<file path="src/bbw_queue.sv">
// ----------------------------------------------------------------------------
// bbw_queue
// short register queue between the front and the back
// ----------------------------------------------------------------------------
module bbw_queue #(
    parameter int WIDTH = 64,
    parameter int DEPTH = 4,
    localparam int PTRW = $clog2(DEPTH),
    localparam int CNTW = $clog2(DEPTH + 1)
) (
    input  logic             clk,
    input  logic             rst_n,
    input  logic             push,
    input  logic [WIDTH-1:0] din,
    input  logic             pop,
    output logic [WIDTH-1:0] dout,
    output logic             full,
    output logic             empty
);

    logic [WIDTH-1:0] slot_reg [DEPTH];
    logic [PTRW-1:0]  wptr_reg, wptr_next;
    logic [PTRW-1:0]  rptr_reg, rptr_next;
    logic [CNTW-1:0]  count_reg, count_next;

    always_comb
    begin
        wptr_next  = wptr_reg;
        rptr_next  = rptr_reg;
        count_next = count_reg;
        if (push)
        begin
            wptr_next = (wptr_reg == PTRW'(DEPTH - 1)) ? '0 : wptr_reg + 1'b1;
        end
        if (pop)
        begin
            rptr_next = (rptr_reg == PTRW'(DEPTH - 1)) ? '0 : rptr_reg + 1'b1;
        end
        if (push && !pop)
        begin
            count_next = count_reg + 1'b1;
        end
        else if (pop && !push)
        begin
            count_next = count_reg - 1'b1;
        end
    end

    always_ff @(posedge clk or negedge rst_n)
    begin
        if (!rst_n)
        begin
            wptr_reg  <= '0;
            rptr_reg  <= '0;
            count_reg <= '0;
        end
        else
        begin
            wptr_reg  <= wptr_next;
            rptr_reg  <= rptr_next;
            count_reg <= count_next;
        end
    end

    always_ff @(posedge clk)
    begin
        if (push)
        begin
            slot_reg[wptr_reg] <= din;
        end
    end

    assign dout  = slot_reg[rptr_reg];
    assign full  = (count_reg == CNTW'(DEPTH));
    assign empty = (count_reg == '0);

endmodule

</file>
<file path="config.mk">
export PLATFORM = sky130hd
export DESIGN_NAME = bbw_queue
export DESIGN_NICKNAME = d
export VERILOG_FILES = /design/src/bbw_queue.sv
export SDC_FILE = /design/constraint.sdc
export NUM_CORES = 1
export LEC_CHECK = 0
export BUFFER_PORTS_ARGS = -buffer_cell sky130_fd_sc_hd__clkbuf_2
export CAP_MARGIN = 20
export CORE_MARGIN = 4
export CORE_UTILIZATION = 36
export CTS_CLUSTER_DIAMETER = 200
export DETAILED_ROUTE_END_ITERATION = 12
export GPL_TIMING_DRIVEN = 0
export SLEW_MARGIN = 5
export SYNTH_ARGS = -nofsm -noshare
export SYNTH_HDL_FRONTEND = slang
export SYNTH_SLANG_ARGS = --single-unit
</file>
<file path="constraint.sdc">
create_clock -name clk -period 3.45 [get_ports clk]
set_input_delay 0.345 -clock clk [delete_from_list [all_inputs] [get_ports clk]]
set_output_delay 0.345 -clock clk [all_outputs]
set_load 0.02 [all_outputs]
</file>
==> impl_metrics.py <==
metrics = {
    "clock_network": {
        "clockRootBuffer": "clkbuf_16",
        "numCtsBuffers": 27,
        "cts.sinks": 263,
        "post_cts_buffers": 0,
        "hold_buffers": 1,
        "cts_tree": "yes",
        "cts-resized-gates": 0,
        "path_clk_slew_ns": 0.06,
        "clock_latency_ns": 0.52,
        "clock_path_buffers": 3,
        "cts_htree_levels": 1,
    },
    "cells_and_area": {
        "final_util_pct": 44.90,
        "stdcell_count": 893,
        "drive_above_1_share_pct": 48.03,
        "syn2layout_area_growth_pct": 22.00,
        "largest_register_ffs": 256,
        "finalNetCount": 613,
        "nFillCells": 2214,
        "diodes": 0,
        "final_area_um2": 11770,
    },
    "synthesis": {
        "synthCells": 371,
        "ys_types": 19,
        "synthArstFlopShare_pct": 2.662,
        "synth_nets": 446,
        "synth-seq-cells": 263,
        "synth.avg_cell_area_um2": 26.00,
        "synth_ff_type": "edfxtp_1",
        "synth_edf_count": 256,
        "yosys.area.top_type": "edfxtp_1",
        "yosysMostFrequentCell": "edfxtp_1",
        "syn_area_um2": 9646,
        "ys_seq_area_share_pct": 81.52,
        "synthTopCellsByCount": "edfxtp_1, mux4_2, dfrtp_1",
        "synthTopCellsByArea": "edfxtp_1, mux4_2, dfrtp_1",
        "netlist.area_leader.share_pct": 79.70,
        "ys_warn_count": 0,
    },
    "die": {
        "row_count": 59,
        "start_util_pct": 36.81,
        "core_um2": 26210,
        "ios": 134,
        "die_y_um": 171.7,
        "dieWidth_um": 171.7,
        "die-area_um2": 29480,
    },
    "sta": {
        "tightest_slew_ns": 0.6364,
        "worst_clock_skew_ns": 0.007947,
        "min_period_over_period_pct": 71.05,
        "hold_viol": 0,
        "fin_crit_ns": 2.451,
        "slew_headroom_pct": 57.58,
        "max_freq_ghz": 0.4080,
        "finalSetupViolCount": 0,
        "rsz0062_at_grt": "false",
        "slew_violations": 0,
    },
    "worst_setup_path": {
        "crit_fanout": 10,
        "arrival_ns": 2.11,
        "required_ns": 3.11,
        "critPathCaptureType": "output pin",
        "criticalPathCategory": "reg2out",
        "reg2reg_depth": 4,
        "critPathLaunchType": "flip-flop",
    },
    "routing": {
        "drtPass1Iterations": 4,
        "ant_nets": 0,
        "dr.first_iter.drc_count": 255,
        "viasPerCell": 4.875,
        "drt_wl_total_um": 18030,
        "vias": 4353,
        "wl_per_cell_um": 20.19,
        "drc_errors": 0,
    },
    "grt": {
        "antenna_found_initial": 0,
        "grt.met3_usage_pct": 2.965,
        "grt_pass1_vias": 4855,
        "grt_first_pass_wirelength_um": 27600,
        "use_met1_pct": 15.96,
        "track_usage_pct": 12.18,
        "grt.busiest_layer": "met2",
        "grt_start_max_net_pins": 35,
        "use_met2_pct": 20.76,
        "grt-ovfl-total": 0,
    },
    "power": {
        "ir_drop_mv": 0.4568,
        "p_total_mw": 10.38,
        "pwr_density_cell_nw_per_um2": 881.8,
        "p_leak_nw": 4.072,
    },
    "place": {
        "place_area_um2": 10820,
        "routabilityCongestion": 0.7021,
        "numPortBuffers": 133,
        "place_inst": 843,
        "dp_hpwl_um": 11170,
    },
    "worst_hold_path": {
        "min_path_type": "in2reg",
        "min_path_cells": 1,
    },
    "status": {
        "status": "finished clean",
    },
    "flow_run": {
        "cap_violations": 0,
    },
}
[cells in the final DEF, fill, tap and decap left out, drive strengths merged]
cell type / n
and2: 4
buf: 17
bufinv: 5
clkbuf: 162
clkinv: 11
clkinvlp: 4
dfrtp: 7
dlygate4sd3: 1
edfxtp: 256
fa: 1
ha: 6
inv: 5
mux2: 3
mux4: 64
nand2: 2
nor2: 3
nor3: 1
nor3b: 1
o21ai: 2
xnor2: 1
xor2: 2
[kinds of logic after synthesis]
kind of cell,count (synthesis),share of synthesized area [%]
simple gates,11,0.5837
fa+ha+maj,7,0.9858
mux,67,15.29
compound gates,2,0.1038
flops,263,81.52
buf+inv,18,1.245
xor+xnor,3,0.2725
[critical path, stage by stage, from the launching register on]
cell,delay (ns)
dfrtp_1,0.43
buf_6,0.22
buf_6,0.21
mux4_2,0.54
clkbuf_2,0.18
[where the power goes]
| part | switching, mW | total, mW | internal (mW) |
|---|---|---|---|
| clock network | 1.18 | 3.00 | 1.82 |
| registers | 0.135 | 4.23 | 4.09 |
| logic | 1.85 | 3.15 | 1.30 |
| total | 3.17 | 10.4 | 7.21 |
[metrics by stage]
stage | setup slack, ns | hold WS [ns] | TNS, ns
floorplan | 0.8921 | 0.04941 | 0
detailed placement | 1.468 | 0.1991 | 0
finish | 0.9989 | 0.04197 | 0
global placement | -0.3524 | 0.1865 | -81.29
global route | 0.8470 | 0.004185 | 0
CTS | 0.8830 | 0.004928 | 0
[final cells by class]
type / instances / area (um^2) / share of cell area (%)
well taps: 335 / 419.2 / 3.562
clock inverters: 21 / 257.7 / 2.190
multi-input cells: 90 / 1673 / 14.22
plain buffers: 14 / 105.1 / 0.8931
clock buffers: 28 / 679.4 / 5.774
flip-flops and latches: 263 / 7863 / 66.82
repair buffers: 138 / 755.7 / 6.422
inverters: 4 / 15.01 / 0.1276
[routing by layer]
layer | wire length, um | vias up | part of all wire [%]
li1 | - | 1923 | -
met1 | 7537 | 2295 | 42
met2 | 9123 | 113 | 51
met3 | 1129 | 22 | 6.3
met4 | 240 | 0 | 1.3
met5 | 0 | - | 0
[final timing paths]
path	start	end	slack, ns
max	rptr_reg[0]	dout[43]	1.0
min	din[33]	slot_reg[3][33]	0.04
max reg2reg	wptr_reg[0]	slot_reg[0][22]	1.64
min reg2reg	count_reg[2]	count_reg[2]	0.53
max in group asynchronous	rst_n	count_reg[2]	3.07
min in group asynchronous	rst_n	count_reg[1]	0.19
Power figures use the tool's default switching activity.
