`src/bbw_pkg.sv`:
```
// ----------------------------------------------------------------------------
// bbw_pkg
// shared types and constants for the rgb box blur window block
// ----------------------------------------------------------------------------
package bbw_pkg;

    localparam int PIX_W      = 8;
    localparam int RGB_W      = 3 * PIX_W;
    localparam int COORD_W    = 10;
    localparam int RAD_W      = 3;
    localparam int CFG_W      = 11;
    localparam int ADDR_W     = 4;
    localparam int DATA_W     = 32;
    localparam int MAX_HEIGHT = 1024;

    typedef enum logic [1:0] {
        REG_RADIUS = 2'd0,
        REG_WIDTH  = 2'd1,
        REG_HEIGHT = 2'd2,
        REG_NONE   = 2'd3
    } cfg_reg_t;

    typedef enum logic [1:0] {
        B_IDLE = 2'd0,
        B_CALC = 2'd1,
        B_DIV  = 2'd2,
        B_EMIT = 2'd3
    } back_state_t;

    typedef struct packed {
        logic               first_row;
        logic               sub_old;
        logic               col_start;
        logic               emit;
        logic [COORD_W-1:0] center_row;
        logic [COORD_W-1:0] center_col;
    } front_ctrl_t;

    typedef struct packed {
        logic busy;
        logic pop;
    } back_status_t;

endpackage

```
`src/bbw_front.sv`:
```
// ----------------------------------------------------------------------------
// bbw_front
// raster position tracking and per-pixel classification
// ----------------------------------------------------------------------------
module bbw_front #(
    parameter int MAX_RADIUS = 7,
    parameter int MAX_WIDTH  = 1024,
    localparam int LINES = 2 * MAX_RADIUS + 1,
    localparam int RW    = $clog2(MAX_RADIUS + 1),
    localparam int CW    = $clog2(MAX_WIDTH),
    localparam int LW    = $clog2(LINES),
    localparam int LAW   = $clog2(LINES * MAX_WIDTH),
    localparam int WEW   = (CW + 1 > bbw_pkg::CFG_W) ? CW + 1 : bbw_pkg::CFG_W
) (
    input  logic                        clk,
    input  logic                        rst_n,
    input  logic                        restart,
    input  logic                        in_valid,
    output logic                        in_stall,
    input  logic [RW-1:0]               r_eff,
    input  logic [WEW-1:0]              w_eff,
    input  logic [bbw_pkg::CFG_W-1:0]   h_eff,
    input  logic                        q_full,
    output logic                        push,
    output bbw_pkg::front_ctrl_t        ctrl,
    output logic [LAW-1:0]              cur_addr,
    output logic [LAW-1:0]              old_addr,
    output logic [CW-1:0]               col
);

    import bbw_pkg::*;

    logic [COORD_W-1:0] row_reg, row_next;
    logic [CW-1:0]      col_reg, col_next;
    logic [LW-1:0]      line_reg, line_next;
    logic [RW:0]        side;
    logic [RW:0]        two_r;
    logic [LW-1:0]      old_line;

    assign side  = {r_eff, 1'b1};
    assign two_r = {r_eff, 1'b0};

    assign in_stall = q_full;
    assign push     = in_valid && !q_full;

    assign old_line = (line_reg >= LW'(side)) ? line_reg - LW'(side)
                                              : line_reg + LW'(LINES) - LW'(side);

    assign cur_addr = LAW'(line_reg) * LAW'(MAX_WIDTH) + LAW'(col_reg);
    assign old_addr = LAW'(old_line) * LAW'(MAX_WIDTH) + LAW'(col_reg);
    assign col      = col_reg;

    always_comb
    begin
        ctrl.first_row  = (row_reg == '0);
        ctrl.sub_old    = (int'(row_reg) >= int'(side));
        ctrl.col_start  = (col_reg == '0);
        ctrl.emit       = (r_eff != '0) && (int'(r_eff) < int'(w_eff))
                          && (int'(r_eff) < int'(h_eff))
                          && (int'(row_reg) >= int'(two_r))
                          && (int'(col_reg) >= int'(two_r));
        ctrl.center_row = row_reg - COORD_W'(r_eff);
        ctrl.center_col = COORD_W'(col_reg - CW'(r_eff));
    end

    always_comb
    begin
        row_next  = row_reg;
        col_next  = col_reg;
        line_next = line_reg;
        if (restart)
        begin
            row_next  = '0;
            col_next  = '0;
            line_next = '0;
        end
        else if (push)
        begin
            if (int'(col_reg) + 1 >= int'(w_eff))
            begin
                col_next = '0;
                if (int'(row_reg) + 1 >= int'(h_eff))
                begin
                    row_next  = '0;
                    line_next = '0;
                end
                else
                begin
                    row_next  = row_reg + 1'b1;
                    line_next = (line_reg == LW'(LINES - 1)) ? '0 : line_reg + 1'b1;
                end
            end
            else
            begin
                col_next = col_reg + 1'b1;
            end
        end
    end

    always_ff @(posedge clk or negedge rst_n)
    begin
        if (!rst_n)
        begin
            row_reg  <= '0;
            col_reg  <= '0;
            line_reg <= '0;
        end
        else
        begin
            row_reg  <= row_next;
            col_reg  <= col_next;
            line_reg <= line_next;
        end
    end

endmodule

```
`config.mk`:
```
export PLATFORM = sky130hd
export DESIGN_NAME = bbw_front
export DESIGN_NICKNAME = d
export VERILOG_FILES = /design/src/bbw_pkg.sv /design/src/bbw_front.sv
export SDC_FILE = /design/constraint.sdc
export NUM_CORES = 1
export LEC_CHECK = 0
export BUFFER_PORTS_ARGS = -buffer_cell sky130_fd_sc_hd__buf_2
export CORE_MARGIN = 2
export CORE_UTILIZATION = 27
export CTS_CLUSTER_DIAMETER = 200
export DETAILED_ROUTE_END_ITERATION = 7
export PLACE_DENSITY = 0.58
export SYNTH_ARGS = -nofsm -noshare
export SYNTH_HDL_FRONTEND = slang
export SYNTH_SLANG_ARGS = --single-unit
```
`constraint.sdc`:
```
create_clock -name clk -period 3.8 [get_ports clk]
set_input_delay 0.76 -clock clk [delete_from_list [all_inputs] [get_ports clk]]
set_output_delay 0.76 -clock clk [all_outputs]
set_load 0.01 [all_outputs]
```
==> key figures <==
Synth
  • Syn Area/Cell: 8.21 sq um
  • Unique masters post-synth: 49
  • Yosys Warn Count: 0
  • Number of flops mapped to enable cells by yosys: 0
  • Synth Net Count: 459
  • Main synth FF type: dfrtp_1
  • Synth Cell Area: 3090 sq um
  • Cells after Synth: 376
  • Asr flop ratio synth: 100%
  • Yosys reg bits: 24
  • Register area share after synthesis: 19.5%

Layout
  • Most common cell after layout, fill and taps aside: buf_2
  • Fillcell total: 1,201
  • Final net count: 527
  • Most frequent cells in the layout: 93 x buf_2, 49 x ha_1, 39 x inv_1
  • Ratio of cells with drive above 1 in the final layout: 24.6%
  • P&R area growth vs syn: 17.6%
  • Diodes inserted: 0

STA
  • Crit share post-route: 89.6%
  • Final Setup Violations: 0
  • Clock skew: 4.38 ps
  • Worst slew pin tran: 587 ps
  • RSZ-0062 raised after global routing: no
  • F_max: 294 MHz
  • PnR worst setup slack: 396 ps
  • Setup TNS: 0 ps
  • Rel. slew slack: 60.8%
  • Min cycle time layout: 3400 ps
  • Hold Vio Cnt, Final: 0
  • Final slew viol count: 0

Pwr
  • Leak: 2.02 nW
  • Pwr/cell area: 311 nW/um^2
  • Total chip power: 1.13 mW
  • Max VDD drop: 0.000182 V

Routing
  • Vias per cell: 4.75
  • DRC viols: 0
  • Final wirelength: 8.09 mm
  • Vias: 2,786
  • Initial DRC count: 133
  • Post-DRT Antenna Nets: 0
  • Initial DRT Pass Iterations: 4
  • Drt wl/cell: 13.8 um

CTS
  • Max clock buf depth: 2
  • H-tree depth: 1
  • CTS root buffer: clkbuf_16
  • Postcts setup bufs: 0
  • CTS tree: done
  • Worst skew pair latency: 260 ps
  • Clock edge transition at the registers on the reported setup and hold paths: 70 ps
  • Number of gates resized after cts: 0
  • Num CTS Buffers: 3
  • Clk sinks: 24
  • Hold buffer count at cts: 0

Floorplan
  • Die Footprint: 12,300 sq um
  • Core ar.: 11,300 sq um
  • Die X: 111 um
  • Initial Util: 27.4%
  • IO Count: 94
  • Die H: 111 um
  • Row count: 39

Worst hold path
  • Min-delay worst type: in2async

Place
  • RePlAce Congestion: 0.823
  • Detailed Place HPWL: 6.58 mm
  • DP Worst Slack: 405 ps
  • PortBufs: 93

Worst setup path
  • CP arrival: 2640 ps
  • FF-to-FF setup slack: 520 ps
  • CP endpoint kind: primary output
  • Worst setup SP type: input port
  • Critical path required time: 3040 ps
  • Crit path max fanout: 8
  • Setup CP Type: in2out

Global routing
  • Total gr overflow: 0
  • Vias in the first global route: 2,664
  • Gr usage total: 13.3%
  • Antenna violations before repair: 0
  • Largest net degree at the start of global routing: 25
  • First-pass GRT wire length: 13.6 mm

Flow run
  • # Max-Cap Violations: 0

Run status
  • Run status: finished clean
through the flow:
step / util [%] / cell area, sq um / cells / hold slack [ps]
floorplan: - / 3090 / 376 / 464
global placement: 31.4 / 3540 / 582 / 592
detailed placement: 31.4 / 3540 / 582 / 597
CTS: 32.2 / 3630 / 586 / 519
global route: 32.2 / 3630 / 586 / 544
finish: 32.2 / 3630 / 586 / 488
cells by family after synthesis:
group	count (synthesis)	synth area share, %
buf+inv	73	11.9
flops	24	19.5
fa+ha+maj	53	22.5
simple gates	123	20.8
xor+xnor	37	10.5
mux	3	1.09
compound gates	63	13.8
cell usage after synthesis (3+ instances only):
cell type	instances	area (sq um)
a21o_1	4	30.0
a21oi_1	13	65.1
a22o_1	8	70.1
and3_1	8	50.1
buf_4	22	165
clkbuf_1	8	30.0
dfrtp_1	24	601
fa_1	4	80.1
ha_1	49	613
inv_1	39	146
mux2_2	3	33.8
nand2_1	26	97.6
nand2b_1	15	93.8
nand3_1	9	45.0
nand4_1	5	31.3
nor2_1	24	90.1
nor2b_1	10	62.6
nor3_1	11	55.1
nor4_1	6	37.5
o21ai_0	5	25.0
o21ai_1	13	65.1
xnor2_1	19	166
xor2_1	18	158
power by group:
group	internal, mW	switching, mW
Sequential	0.272	0.0413
Combinational	0.248	0.302
Clock	0.161	0.102
layer usage:
metal  up-vias  track usage [%]  part of all wire (%)
met3        10             2.19                   4.7
met5         -                0                     0
li1       1408                -                     -
met2        78             22.3                    46
met1      1290             18.4                    47
met4         0             2.17                   1.3
critical path, cell delays in order:
cell and delay (ps):
buf_2 180, inv_1 120, ha_1 350, ha_1 190, o21a_1 160, o21ai_1 130
nand2b_1 160, a41oi_1 280, xnor2_1 140, buf_2 150
layout make-up:
cell class	instances	area (sq um)	share of cell area (%)
clock buffer	4	88.8	2.45
inverter	39	146	4.03
multi-input combinational	279	2120	58.4
sequential	24	601	16.5
tap	143	179	4.93
timing repair buffer	97	495	13.7
worst paths after layout:
| kind | cells after the start | startpoint | endpoint |
|---|---|---|---|
| min in group clk | 2 | row_reg[9]$_DFFE_PN0P_ | row_reg[9]$_DFFE_PN0P_ |
| setup reg to reg | 12 | row_reg[1]$_DFFE_PN0P_ | row_reg[0]$_DFFE_PN0P_ |
| max in group asynchronous | 1 | rst_n | col[3]$_DFFE_PN0P_ |
| setup / recovery | 10 | r_eff[0] | old_addr[13] |
| hold reg to reg | 2 | row_reg[9]$_DFFE_PN0P_ | row_reg[9]$_DFFE_PN0P_ |
| hold / removal | 1 | rst_n | row_reg[7]$_DFFE_PN0P_ |
No activity file was read; power rests on OpenSTA's default activity.
